File: config.mk
export PLATFORM = sky130hd
export DESIGN_NAME = mips_alu_instruction_executor_top
export DESIGN_NICKNAME = d
export VERILOG_FILES = /design/src/rtl/maie_pkg.sv /design/src/rtl/maie_fifo.sv /design/src/rtl/maie_front.sv /design/src/rtl/maie_back.sv /design/src/rtl/mips_alu_instruction_executor_top.sv
export SDC_FILE = /design/constraint.sdc
export NUM_CORES = 2
export LEC_CHECK = 0
export ABC_AREA = 1
export BUFFER_PORTS_ARGS = -buffer_cell sky130_fd_sc_hd__buf_2
export CAP_MARGIN = 20
export CORE_UTILIZATION = 45
export DETAILED_ROUTE_END_ITERATION = 8
export HOLD_SLACK_MARGIN = 0.1
export PLACE_DENSITY_LB_ADDON = 0.12
export SETUP_SLACK_MARGIN = 0.4
export SLEW_MARGIN = 30
export SYNTH_ARGS = -nofsm -noshare
export SYNTH_HDL_FRONTEND = slang
export SYNTH_SLANG_ARGS = --single-unit
File: constraint.sdc
create_clock -name clock -period 8.89 [get_ports clock]
set_clock_uncertainty 0.15 [all_clocks]
set_input_delay 1.3335 -clock clock [delete_from_list [all_inputs] [get_ports clock]]
set_output_delay 1.3335 -clock clock [all_outputs]
set_load 0.005 [all_outputs]
File: src/rtl/maie_pkg.sv
// Shared types and constants of the MIPS ALU instruction executor.
// Holds instruction field codes, internal ALU op codes and the queue entry structs.
// Depends on nothing.
package maie_pkg;

   localparam int unsigned DATA_W   = 32;
   localparam int unsigned REG_AW   = 5;
   localparam int unsigned REG_NUM  = 32;
   localparam int unsigned SHAMT_W  = 5;
   localparam int unsigned OPCODE_W = 6;
   localparam int unsigned FUNCT_W  = 6;
   localparam int unsigned IMM_W    = 16;

   localparam int unsigned MID_QUEUE_DEPTH = 2;
   localparam int unsigned RSP_QUEUE_DEPTH = 2;

   localparam logic [DATA_W-1:0] PC_STEP = 32'd4;

   // primary opcodes
   localparam logic [OPCODE_W-1:0] OP_SPECIAL = 6'b000000;
   localparam logic [OPCODE_W-1:0] OP_ADDI    = 6'b001000;
   localparam logic [OPCODE_W-1:0] OP_ADDIU   = 6'b001001;
   localparam logic [OPCODE_W-1:0] OP_SLTI    = 6'b001010;
   localparam logic [OPCODE_W-1:0] OP_SLTIU   = 6'b001011;
   localparam logic [OPCODE_W-1:0] OP_ANDI    = 6'b001100;
   localparam logic [OPCODE_W-1:0] OP_ORI     = 6'b001101;
   localparam logic [OPCODE_W-1:0] OP_XORI    = 6'b001110;
   localparam logic [OPCODE_W-1:0] OP_LUI     = 6'b001111;

   // SPECIAL funct codes
   localparam logic [FUNCT_W-1:0] FN_SLL  = 6'b000000;
   localparam logic [FUNCT_W-1:0] FN_SRL  = 6'b000010;
   localparam logic [FUNCT_W-1:0] FN_SRA  = 6'b000011;
   localparam logic [FUNCT_W-1:0] FN_SLLV = 6'b000100;
   localparam logic [FUNCT_W-1:0] FN_SRLV = 6'b000110;
   localparam logic [FUNCT_W-1:0] FN_SRAV = 6'b000111;
   localparam logic [FUNCT_W-1:0] FN_ADD  = 6'b100000;
   localparam logic [FUNCT_W-1:0] FN_ADDU = 6'b100001;
   localparam logic [FUNCT_W-1:0] FN_SUB  = 6'b100010;
   localparam logic [FUNCT_W-1:0] FN_SUBU = 6'b100011;
   localparam logic [FUNCT_W-1:0] FN_AND  = 6'b100100;
   localparam logic [FUNCT_W-1:0] FN_OR   = 6'b100101;
   localparam logic [FUNCT_W-1:0] FN_XOR  = 6'b100110;
   localparam logic [FUNCT_W-1:0] FN_NOR  = 6'b100111;
   localparam logic [FUNCT_W-1:0] FN_SLT  = 6'b101010;
   localparam logic [FUNCT_W-1:0] FN_SLTU = 6'b101011;

   // internal ALU operations
   localparam int unsigned ALU_OP_W = 4;
   localparam logic [ALU_OP_W-1:0] ALU_ADD  = 4'd0;
   localparam logic [ALU_OP_W-1:0] ALU_SUB  = 4'd1;
   localparam logic [ALU_OP_W-1:0] ALU_AND  = 4'd2;
   localparam logic [ALU_OP_W-1:0] ALU_OR   = 4'd3;
   localparam logic [ALU_OP_W-1:0] ALU_XOR  = 4'd4;
   localparam logic [ALU_OP_W-1:0] ALU_NOR  = 4'd5;
   localparam logic [ALU_OP_W-1:0] ALU_SLT  = 4'd6;
   localparam logic [ALU_OP_W-1:0] ALU_SLTU = 4'd7;
   localparam logic [ALU_OP_W-1:0] ALU_SLL  = 4'd8;
   localparam logic [ALU_OP_W-1:0] ALU_SRL  = 4'd9;
   localparam logic [ALU_OP_W-1:0] ALU_SRA  = 4'd10;
   localparam logic [ALU_OP_W-1:0] ALU_PASS = 4'd11;

   // decoded instruction handed from front to back
   typedef struct packed {
      logic                known;
      logic                wr;        // known and destination is not r0
      logic [REG_AW-1:0]   dest;      // zero unless wr
      logic [REG_AW-1:0]   rs;
      logic [REG_AW-1:0]   rt;
      logic [ALU_OP_W-1:0] alu_op;
      logic                use_imm;
      logic                use_var;   // shift amount from rs
      logic [SHAMT_W-1:0]  shamt;
      logic [DATA_W-1:0]   imm;       // already extended or shifted
      logic [DATA_W-1:0]   next_pc;
   } uop_type;

   typedef struct packed {
      logic              status;
      logic              wrote;
      logic [REG_AW-1:0] dest_index;
      logic [DATA_W-1:0] write_value;
      logic [DATA_W-1:0] next_pc;
   } rsp_type;

endpackage

File: src/rtl/maie_fifo.sv
// Small synchronous FIFO built from a register array.
// Used for the decoded-instruction queue and the result queue. No package use.
module maie_fifo #(
   parameter int unsigned WIDTH = 8,
   parameter int unsigned DEPTH = 2
) (
   input  logic             clock,
   input  logic             reset,
   input  logic             push,
   input  logic [WIDTH-1:0] din,
   output logic             full,
   input  logic             pop,
   output logic [WIDTH-1:0] dout,
   output logic             empty
);

   localparam int unsigned AW = (DEPTH > 1) ? $clog2(DEPTH) : 1;
   localparam int unsigned CW = $clog2(DEPTH + 1);

   logic [WIDTH-1:0] mem_ff [DEPTH];
   logic [AW-1:0]    wr_ptr_ff, wr_ptr_in;
   logic [AW-1:0]    rd_ptr_ff, rd_ptr_in;
   logic [CW-1:0]    count_ff, count_in;
   logic             do_push, do_pop;

   assign full    = (count_ff == CW'(DEPTH));
   assign empty   = (count_ff == '0);
   assign do_push = push && !full;
   assign do_pop  = pop && !empty;
   assign dout    = mem_ff[rd_ptr_ff];

   always_comb begin
      wr_ptr_in = wr_ptr_ff;
      rd_ptr_in = rd_ptr_ff;
      count_in  = count_ff;
      if (do_push) begin
         wr_ptr_in = (wr_ptr_ff == AW'(DEPTH - 1)) ? '0 : wr_ptr_ff + AW'(1);
      end
      if (do_pop) begin
         rd_ptr_in = (rd_ptr_ff == AW'(DEPTH - 1)) ? '0 : rd_ptr_ff + AW'(1);
      end
      case ({do_push, do_pop})
         2'b10:   count_in = count_ff + CW'(1);
         2'b01:   count_in = count_ff - CW'(1);
         default: count_in = count_ff;
      endcase
   end

   always_ff @(posedge clock) begin
      if (reset) begin
         wr_ptr_ff <= '0;
         rd_ptr_ff <= '0;
         count_ff  <= '0;
      end else begin
         wr_ptr_ff <= wr_ptr_in;
         rd_ptr_ff <= rd_ptr_in;
         count_ff  <= count_in;
      end
   end

   always_ff @(posedge clock) begin
      if (do_push) begin
         mem_ff[wr_ptr_ff] <= din;
      end
   end

endmodule

File: src/rtl/maie_front.sv
// Front end: accepts instruction words, decodes them and tracks the program counter.
// Uses maie_pkg for opcode/funct codes and the decoded instruction struct.
module maie_front
   import maie_pkg::*;
(
   input  logic              clock,
   input  logic              reset,
   input  logic              req_push,
   input  logic [DATA_W-1:0] req_instr_word,
   input  logic              q_full,
   output logic              q_push,
   output uop_type           q_data
);

   logic [DATA_W-1:0]   pc_ff, pc_in;
   logic [OPCODE_W-1:0] opcode;
   logic [FUNCT_W-1:0]  funct;
   logic [IMM_W-1:0]    imm16;
   logic [DATA_W-1:0]   simm, zimm;
   logic [REG_AW-1:0]   dest_raw;
   logic                known;

   assign opcode = req_instr_word[31:26];
   assign funct  = req_instr_word[5:0];
   assign imm16  = req_instr_word[15:0];
   assign simm   = {{(DATA_W - IMM_W){imm16[IMM_W-1]}}, imm16};
   assign zimm   = {{(DATA_W - IMM_W){1'b0}}, imm16};

   assign q_push = req_push && !q_full;
   assign pc_in  = q_push ? pc_ff + PC_STEP : pc_ff;

   always_ff @(posedge clock) begin
      if (reset) begin
         pc_ff <= '0;
      end else begin
         pc_ff <= pc_in;
      end
   end

   always_comb begin
      q_data         = '0;
      known          = 1'b1;
      dest_raw       = req_instr_word[20:16];
      q_data.rs      = req_instr_word[25:21];
      q_data.rt      = req_instr_word[20:16];
      q_data.shamt   = req_instr_word[10:6];
      q_data.alu_op  = ALU_ADD;
      q_data.use_imm = 1'b1;
      q_data.use_var = 1'b0;
      q_data.imm     = simm;
      if (opcode == OP_SPECIAL) begin
         dest_raw       = req_instr_word[15:11];
         q_data.use_imm = 1'b0;
         case (funct)
            FN_SLL:          q_data.alu_op = ALU_SLL;
            FN_SRL:          q_data.alu_op = ALU_SRL;
            FN_SRA:          q_data.alu_op = ALU_SRA;
            FN_SLLV: begin
               q_data.alu_op  = ALU_SLL;
               q_data.use_var = 1'b1;
            end
            FN_SRLV: begin
               q_data.alu_op  = ALU_SRL;
               q_data.use_var = 1'b1;
            end
            FN_SRAV: begin
               q_data.alu_op  = ALU_SRA;
               q_data.use_var = 1'b1;
            end
            FN_ADD, FN_ADDU: q_data.alu_op = ALU_ADD;
            FN_SUB, FN_SUBU: q_data.alu_op = ALU_SUB;
            FN_AND:          q_data.alu_op = ALU_AND;
            FN_OR:           q_data.alu_op = ALU_OR;
            FN_XOR:          q_data.alu_op = ALU_XOR;
            FN_NOR:          q_data.alu_op = ALU_NOR;
            FN_SLT:          q_data.alu_op = ALU_SLT;
            FN_SLTU:         q_data.alu_op = ALU_SLTU;
            default:         known = 1'b0;
         endcase
      end else begin
         case (opcode)
            OP_ADDI, OP_ADDIU: q_data.alu_op = ALU_ADD;
            OP_SLTI:           q_data.alu_op = ALU_SLT;
            OP_SLTIU:          q_data.alu_op = ALU_SLTU;
            OP_ANDI: begin
               q_data.alu_op = ALU_AND;
               q_data.imm    = zimm;
            end
            OP_ORI: begin
               q_data.alu_op = ALU_OR;
               q_data.imm    = zimm;
            end
            OP_XORI: begin
               q_data.alu_op = ALU_XOR;
               q_data.imm    = zimm;
            end
            OP_LUI: begin
               q_data.alu_op = ALU_PASS;
               q_data.imm    = {imm16, {(DATA_W - IMM_W){1'b0}}};
            end
            default:           known = 1'b0;
         endcase
      end
      q_data.known   = known;
      q_data.wr      = known && (dest_raw != '0);
      q_data.dest    = q_data.wr ? dest_raw : '0;
      q_data.next_pc = pc_ff + PC_STEP;
   end

endmodule

File: src/rtl/maie_back.sv
// Back end: register file read, ALU execute and register write-back.
// Uses maie_pkg for the decoded instruction and result structs and ALU op codes.
module maie_back
   import maie_pkg::*;
(
   input  logic    clock,
   input  logic    reset,
   input  logic    q_empty,
   input  uop_type q_data,
   output logic    q_pop,
   input  logic    out_full,
   output logic    out_push,
   output rsp_type out_data
);

   // register file: two registered read ports, one write port
   logic [DATA_W-1:0]  rf_mem_ff [REG_NUM];
   logic [REG_NUM-1:0] rf_vld_ff, rf_vld_in;

   logic              e_valid_ff, e_valid_in;
   uop_type           e_uop_ff;
   logic [DATA_W-1:0] rd_a_ff, rd_b_ff;
   logic              vld_a_ff, vld_b_ff;
   logic              byp_a_ff, byp_b_ff;
   logic [DATA_W-1:0] fwd_val_ff;

   logic              e_fire, r_load;
   logic [DATA_W-1:0] opa, opb, src2, alu_res, e_value;
   logic [SHAMT_W-1:0] sh;

   assign e_fire   = e_valid_ff && !out_full;
   assign r_load   = !q_empty && (!e_valid_ff || e_fire);
   assign q_pop    = r_load;
   assign out_push = e_fire;

   assign e_valid_in = r_load || (e_valid_ff && !e_fire);

   always_comb begin
      rf_vld_in = rf_vld_ff;
      if (e_fire && e_uop_ff.wr) begin
         rf_vld_in[e_uop_ff.dest] = 1'b1;
      end
   end

   always_ff @(posedge clock) begin
      if (reset) begin
         e_valid_ff <= 1'b0;
         rf_vld_ff  <= '0;
      end else begin
         e_valid_ff <= e_valid_in;
         rf_vld_ff  <= rf_vld_in;
      end
   end

   always_ff @(posedge clock) begin
      if (e_fire && e_uop_ff.wr) begin
         rf_mem_ff[e_uop_ff.dest] <= e_value;
      end
   end

   // read stage; the request leaving execute writes on this same edge, so catch it here
   always_ff @(posedge clock) begin
      if (r_load) begin
         e_uop_ff   <= q_data;
         rd_a_ff    <= rf_mem_ff[q_data.rs];
         rd_b_ff    <= rf_mem_ff[q_data.rt];
         vld_a_ff   <= rf_vld_ff[q_data.rs];
         vld_b_ff   <= rf_vld_ff[q_data.rt];
         byp_a_ff   <= e_fire && e_uop_ff.wr && (e_uop_ff.dest == q_data.rs);
         byp_b_ff   <= e_fire && e_uop_ff.wr && (e_uop_ff.dest == q_data.rt);
         fwd_val_ff <= e_value;
      end
   end

   assign opa  = byp_a_ff ? fwd_val_ff : (vld_a_ff ? rd_a_ff : '0);
   assign opb  = byp_b_ff ? fwd_val_ff : (vld_b_ff ? rd_b_ff : '0);
   assign src2 = e_uop_ff.use_imm ? e_uop_ff.imm : opb;
   assign sh   = e_uop_ff.use_var ? opa[SHAMT_W-1:0] : e_uop_ff.shamt;

   always_comb begin
      case (e_uop_ff.alu_op)
         ALU_ADD:  alu_res = opa + src2;
         ALU_SUB:  alu_res = opa - src2;
         ALU_AND:  alu_res = opa & src2;
         ALU_OR:   alu_res = opa | src2;
         ALU_XOR:  alu_res = opa ^ src2;
         ALU_NOR:  alu_res = ~(opa | src2);
         ALU_SLT:  alu_res = {{(DATA_W - 1){1'b0}}, ($signed(opa) < $signed(src2))};
         ALU_SLTU: alu_res = {{(DATA_W - 1){1'b0}}, (opa < src2)};
         ALU_SLL:  alu_res = opb << sh;
         ALU_SRL:  alu_res = opb >> sh;
         ALU_SRA:  alu_res = DATA_W'($signed(opb) >>> sh);
         ALU_PASS: alu_res = src2;
         default:  alu_res = '0;
      endcase
   end

   assign e_value = e_uop_ff.wr ? alu_res : '0;

   always_comb begin
      out_data.status      = !e_uop_ff.known;
      out_data.wrote       = e_uop_ff.wr;
      out_data.dest_index  = e_uop_ff.dest;
      out_data.write_value = e_value;
      out_data.next_pc     = e_uop_ff.next_pc;
   end

endmodule

File: src/rtl/mips_alu_instruction_executor_top.sv
// MIPS ALU instruction executor: one result per instruction word.
// A request accepted at one edge moves through the decode queue, read and execute into
// the result queue. Throughput: one request per cycle while the result queue has room;
// the register file read/bypass and combinational ALU set that rate.
// Reset (synchronous): PC to zero, all registers read as zero, both queues empty.
// Uses maie_pkg, maie_front, maie_fifo and maie_back.
module mips_alu_instruction_executor_top
   import maie_pkg::*;
#(
   parameter int unsigned MID_DEPTH = MID_QUEUE_DEPTH,
   parameter int unsigned RSP_DEPTH = RSP_QUEUE_DEPTH
) (
   input  logic              clock,
   input  logic              reset,
   input  logic              push,
   output logic              full,
   input  logic [DATA_W-1:0] req_instr_word,
   output logic              empty,
   input  logic              pop,
   output logic              rsp_status,
   output logic              rsp_wrote,
   output logic [REG_AW-1:0] rsp_dest_index,
   output logic [DATA_W-1:0] rsp_write_value,
   output logic [DATA_W-1:0] rsp_next_pc
);

   logic    mid_push, mid_full, mid_pop, mid_empty;
   uop_type mid_din, mid_dout;
   logic    rsp_push, rsp_full;
   rsp_type rsp_din, rsp_dout;

   maie_front u_front (
      .clock          (clock),
      .reset          (reset),
      .req_push       (push),
      .req_instr_word (req_instr_word),
      .q_full         (mid_full),
      .q_push         (mid_push),
      .q_data         (mid_din)
   );

   maie_fifo #(
      .WIDTH ($bits(uop_type)),
      .DEPTH (MID_DEPTH)
   ) u_mid_queue (
      .clock (clock),
      .reset (reset),
      .push  (mid_push),
      .din   (mid_din),
      .full  (mid_full),
      .pop   (mid_pop),
      .dout  (mid_dout),
      .empty (mid_empty)
   );

   maie_back u_back (
      .clock    (clock),
      .reset    (reset),
      .q_empty  (mid_empty),
      .q_data   (mid_dout),
      .q_pop    (mid_pop),
      .out_full (rsp_full),
      .out_push (rsp_push),
      .out_data (rsp_din)
   );

   maie_fifo #(
      .WIDTH ($bits(rsp_type)),
      .DEPTH (RSP_DEPTH)
   ) u_rsp_queue (
      .clock (clock),
      .reset (reset),
      .push  (rsp_push),
      .din   (rsp_din),
      .full  (rsp_full),
      .pop   (pop),
      .dout  (rsp_dout),
      .empty (empty)
   );

   assign full            = mid_full;
   assign rsp_status      = rsp_dout.status;
   assign rsp_wrote       = rsp_dout.wrote;
   assign rsp_dest_index  = rsp_dout.dest_index;
   assign rsp_write_value = rsp_dout.write_value;
   assign rsp_next_pc     = rsp_dout.next_pc;

   a_wrote_nonzero_dest: assert property (@(posedge clock) disable iff (reset)
      (!empty && rsp_wrote) |-> (rsp_dest_index != '0))
      else $error("write reported to register zero");

   a_unknown_no_write: assert property (@(posedge clock) disable iff (reset)
      (!empty && rsp_status) |-> (!rsp_wrote && rsp_write_value == '0))
      else $error("unknown instruction reported a write");

   a_no_write_zero_fields: assert property (@(posedge clock) disable iff (reset)
      (!empty && !rsp_wrote) |-> (rsp_dest_index == '0 && rsp_write_value == '0))
      else $error("non-writing result carries destination or value");

   a_back_waits_on_queue: assert property (@(posedge clock) disable iff (reset)
      mid_pop |-> !mid_empty)
      else $error("back end popped an empty decode queue");

endmodule
Word level (Yosys, flattened, before mapping)
Memory sizes are Yosys's and may differ from the RTL's. A register that Yosys moved wholly into a read port is not among the register bits.
Index checks and enable logic that the tools add are counted.
{"block": "totals", "wordCells": 173, "output_inout_bits": 73, "n_memories": 3, "ram_bits": 1350, "ff_bits": 191}
{"block": "classes", "order_cmp": 6, "muxes": 42, "n_shift": 3, "reduce_logical": 38, "add_sub_neg": 11, "eq_ne": 42, "bitwise_logic": 5}
{"memory": "u_back.rf_mem_ff", "depth": 32, "word_bits": 32, "rd": 2, "rd_ports_with_merged_regs": 2, "wr": 1, "line_no": "maie_back.sv:17", "source": "logic [DATA_W-1:0] rf_mem_ff [REG_NUM];"}
{"memory": "u_mid_queue.mem_ff", "depth": 2, "word_bits": 92, "rd": 1, "rd_ports_with_merged_regs": 1, "wr": 1, "line_no": "maie_fifo.sv:20", "source": "logic [WIDTH-1:0] mem_ff [DEPTH];"}
{"memory": "u_rsp_queue.mem_ff", "depth": 2, "word_bits": 71, "rd": 1, "rd_ports_with_merged_regs": 1, "wr": 1, "line_no": "maie_fifo.sv:20"}
{"operator": "$pmux W32 S12", "n": 1}
{"operator": "$mux W32", "n": 7}
{"operator": "$lt A32 B32 Y1", "n": 2}
{"operator": "$or A32 B32 Y32", "n": 2}
{"operator": "$pmux W32 S2", "n": 1}
{"operator": "$eq A6 B6 Y1 const B", "n": 10}
{"operator": "$eq A6 B4 Y1 const B", "n": 8}
{"operator": "$pmux W4 S10", "n": 1}
{"operator": "$add A32 B3 Y32 const B", "n": 1}
{"operator": "$add A32 B32 Y32", "n": 1}
{"operator": "$and A32 B32 Y32", "n": 1}
{"operator": "$not A32 Y32", "n": 1}
{"operator": "$shl A32 B5 Y32", "n": 1}
{"operator": "$shr A32 B5 Y32", "n": 1}
{"operator": "$sshr A32 B5 Y32", "n": 1}
{"operator": "$sub A32 B32 Y32", "n": 1}
{"operator": "$xor A32 B32 Y32", "n": 1}
{"operator": "$pmux W4 S6", "n": 1}
{"operator": "$mux W1", "n": 21}
{"operator": "$eq A6 B3 Y1 const B", "n": 3}
{"operator": "$lt A5 B6 Y1 const B", "n": 3}
{"operator": "$eq A4 B3 Y1 const B", "n": 4}
{"operator": "$eq A4 B4 Y1 const B", "n": 4}
{"operator": "$reduce_or A16 Y1", "n": 1}
{"operator": "other kinds (27)", "n": 69}

Longest topological paths before layout
{"block": "depth", "depth_word": 8, "ltp_mapped": 25}

Cells and area by module
From an unflattened synthesis, not the netlist that was laid out.
{"block": "hier_totals", "cells_unflattened": 8518, "hier_area_um2": 83545.1}
{"module": "maie_back", "n_inst": 1, "area_per_inst_um2": 67699.9, "cells_each": 7437, "seq_area_each_um2": 36875.4}
{"module": "maie_fifo (u_mid_queue)", "n_inst": 1, "area_per_inst_um2": 7283.2, "cells_each": 326, "seq_area_each_um2": 5625.4}
{"module": "maie_fifo (u_rsp_queue)", "n_inst": 1, "area_per_inst_um2": 5723.0, "cells_each": 261, "seq_area_each_um2": 4364.2}
{"module": "maie_front", "n_inst": 1, "area_per_inst_um2": 2839.0, "cells_each": 494, "seq_area_each_um2": 600.6}

Least setup slack after synthesis
OpenSTA, ideal clock, no wires.
{"block": "synth_path", "path_type": "input to register", "start": "in push", "end": "mem u_mid_queue.mem_ff[1][10] in the netlist's numbering, enable pin", "t_arrival_ns": 5.623, "path_stages": 4, "n_path_buf": 2, "t_required_ns": 8.199, "slack_ns": 2.576, "path_cell_list": "o21ai_0 -> clkbuf_1 -> clkbuf_1 -> nor2_1"}
{"block": "synth_between", "elab_chain_len": 4}
{"element": "start, declared", "line_no": "mips_alu_instruction_executor_top.sv:15", "source": "input logic push,"}
{"element": "$logic_and A1 B1 Y1", "line_no": "maie_front.sv:29", "source": "assign q_push = req_push && !q_full;"}
{"element": "$logic_and A1 B1 Y1", "line_no": "maie_fifo.sv:28", "source": "assign do_push = push && !full;"}
{"element": "$mux W1", "line_no": "maie_fifo.sv:62", "source": "if (do_push) begin"}
{"element": "$mux W1 (not written as such)", "line_no": "maie_fifo.sv:63", "source": "mem_ff[wr_ptr_ff] <= din;"}
{"element": "end, declared", "line_no": "maie_fifo.sv:20"}
Every way passes these cells.

==> results.py <==
metrics = {
    "critical_path": {
        "cp-end-kind": "register",
        "crit_chain": "inv_2, o21ai_1, inv_1, o21ai_0, inv_1, ha_1, nand2_1, inv_1, nand2_1, nand2_1, inv_1, o21ai_1, nand2_1, nand3_1, nand3_1, a21oi_1, a21oi_4, buf_16",
        "worstPathRequired_ps": 9320,
        "crit_path_start_kind": "register",
        "path_max_fanout": 34,
        "cp_data_arrival_time_ps": 7070,
        "slowest_delay_ps": 800,
        "setup.worst_path.class": "reg2reg",
        "slowest_stage": "o21ai_1",
    },
    "yosys": {
        "synth_ff_type": "edfxtp_1",
        "ys_types": 63,
        "synth_edf_count": 1522,
        "async_flop_share": 0,
        "ys_ff_latch": 1595,
        "ys_warn_count": 0,
        "synth_area_um2": 81520,
        "synth_cells": 8477,
        "synth_top_area_frac": 0.5606,
        "synth.area.top_cells": "edfxtp_1 56%, nor2_1 7.0%, o21ai_0 6.8%, nand2_1 4.9%, o221ai_1 4.5%",
        "syn_avg_cell_area_um2": 9.617,
        "yosys.area.top_type": "edfxtp_1",
        "yosysSeqAreaShare": 0.5786,
    },
    "grt": {
        "track_usage": 0.3656,
        "grt_util_met2": 0.5616,
        "grt_max_degree": 162,
        "grt_pass1_vias": 66080,
        "top_usage_layer": "met2",
        "antenna_found_initial": 21,
        "met1_usage": 0.4973,
        "overflow": 0,
        "grt_pass1_wl_um": 478500,
        "use_met3": 0.08096,
    },
    "sta": {
        "setup_violations": 0,
        "rsz0062_at_grt": "no",
        "slew-limit-headroom": 0.2268,
        "finalHoldViolations": 0,
        "min_period_ps": 6644,
        "finalCritPeriodShare": 0.7474,
        "worstMarginPinSlew_ps": 1152,
        "setup_tns_ps": 0,
        "fmax_ghz": 0.1505,
        "final_max_slew_viol_count": 0,
    },
    "clock_network": {
        "post_cts_buffers": 0,
        "cts_buffers": 170,
        "clk_latency_ps": 850,
        "cts_root_buf": "clkbuf_16",
        "holdBufCountCts": 0,
        "cts_resized": 0,
        "cts.clk_slew.worst_paths_ps": 60,
        "cts_tree": "yes",
        "htreeDepth": 4,
        "clock_path_buffers": 3,
        "cts_sinks": 1595,
    },
    "drt": {
        "drtIter0Drc": 10490,
        "drt_first_pass_iters": 7,
        "wl_per_cell_um": 31.65,
        "vias": 70390,
        "routed_via_density": 6.515,
        "routed_wl_um": 341900,
        "post-route-drc-count": 0,
        "ant_nets": 0,
    },
    "layout": {
        "final_cell_mix": "1,522 x edfxtp_1, 1,475 x nor2_1, 1,109 x o21ai_0",
        "final_nets": 8458,
        "seqCellArea_um2": 47170,
        "fillers": 16350,
        "area_growth_pct": 10.11,
        "drive_above_1_share": 0.09030,
        "layout_commonest_cell": "edfxtp_1",
        "n_antenna_cell": 0,
        "stdcell_area_um2": 89760,
        "multiInputGateArea_um2": 30840,
    },
    "floorplan": {
        "rows": 155,
        "dieArea_um2": 182900,
        "io_pins": 109,
        "initial_utilization": 0.4549,
        "die_h_um": 427.6,
        "chipWidth_um": 427.6,
        "core_um2": 179200,
    },
    "place": {
        "place.gp.congestion": 0.9952,
        "placed_area_um2": 84410,
        "dp_hpwl_um": 210200,
        "port_buffers": 106,
    },
    "job": {
        "max-cap-violations": 0,
    },
    "run_status": {
        "status": "finished clean",
    },
    "worst_hold_path": {
        "hold_class": "reg2reg",
    },
}
[synthesized netlist by cell type, types with 3 or more instances]
library cell,n
buf_4,33
edfxtp_1,1522
nor3_1,36
or2_2,26
nand3_1,699
inv_2,21
nand2_4,4
a21o_1,3
buf_6,10
mux2_2,69
nand4_1,42
nand3_2,10
a211oi_1,14
nor2_2,7
o211ai_1,51
dfxtp_1,73
a22oi_1,27
a31oi_1,68
xor2_1,30
clkbuf_1,346
o221ai_1,417
or2_1,3
a21oi_1,152
nand2_1,1068
nor2_4,11
o21ai_2,14
a22o_1,5
nand2_2,14
o21ai_1,218
buf_1,25
ha_1,106
o21bai_1,9
buf_2,191
o21ai_0,1111
nor4_1,7
nor2_1,1523
o21a_1,3
o2111ai_1,7
o22ai_1,129
inv_1,339
nand3b_1,3
[stage by stage]
step,setup slack (ps),util,instances,hold slack (ps)
2_1_floorplan,2576,-,8478,271.5
3_3_place_gp,2461,0.4702,10490,272.3
3_5_place_dp,2465,0.4710,10500,281.0
4_1_cts,2447,0.5007,10800,292.6
5_1_grt,2213,0.5009,10810,296.7
6_report,2246,0.5009,10810,291.2
[worst paths after layout]
kind / startpoint / to / slack [ps] / cells past startpoint
setup reg to reg: u_back.byp_b_ff / u_back.rf_mem_ff[19][8] / 2250 / 18
hold / removal: u_back.out_data[22] / u_rsp_queue.mem_ff[1][22] / 290 / 0
setup / recovery: u_back.byp_b_ff / u_back.rf_mem_ff[19][8] / 2250 / 18
hold reg to reg: u_back.out_data[22] / u_rsp_queue.mem_ff[1][22] / 290 / 0
[routing by layer]
layer / wire [µm] / part of all wire
met1: 138100 / 0.40
met2: 151900 / 0.44
met3: 36180 / 0.11
met4: 15750 / 0.046
met5: 102 / 0.00030
[registers in the layout, indices dropped and copies added, names as in the netlist, 2 cells and up, named ones only]
signal	flops
u_back.rf_vld_ff	32
u_mid_queue.count_ff	2
u_rsp_queue.mem_ff	138
u_back.rd_b_ff	32
u_back.rf_mem_ff	1024
u_back.fwd_val_ff	32
u_back.rd_a_ff	32
u_front.pc_ff	30
u_back.e_uop_ff	44
u_back.out_data	36
u_rsp_queue.count_ff	2
u_mid_queue.mem_ff	180
[critical path: cells and delay by family (launching register included)]
family,cells,cell delay [ps]
fa+ha+maj,1,520
simple gates,6,1010
compound gates,5,2690
buf+inv,6,1170
flops,1,790
[cell type report]
| cell class | count | area share |
|---|---|---|
| Timing Repair Buffer | 271 | 0.02280 |
| Sequential cell | 1595 | 0.5255 |
| Clock buffer | 216 | 0.05060 |
| Tap cell | 2355 | 0.03283 |
| Inverter | 364 | 0.01596 |
| Multi-Input combinational cell | 5912 | 0.3436 |
| Clock inverter | 92 | 0.008670 |
[logic make-up (layout without fill, tap and decap cells)]
logic type	Yosys count	count (layout)	synth area share
fa+ha+maj	108	108	0.01676
flops	1595	1595	0.5786
other cells	1	2	0.00004600
xor+xnor	31	31	0.003331
buf+inv	971	943	0.05019
compound gates	2241	2241	0.1651
simple gates	3461	3461	0.1765
mux	69	69	0.009531
Power is not shown: default switching activity piles up to over one toggle a cycle in this logic, so the estimate is an artifact.
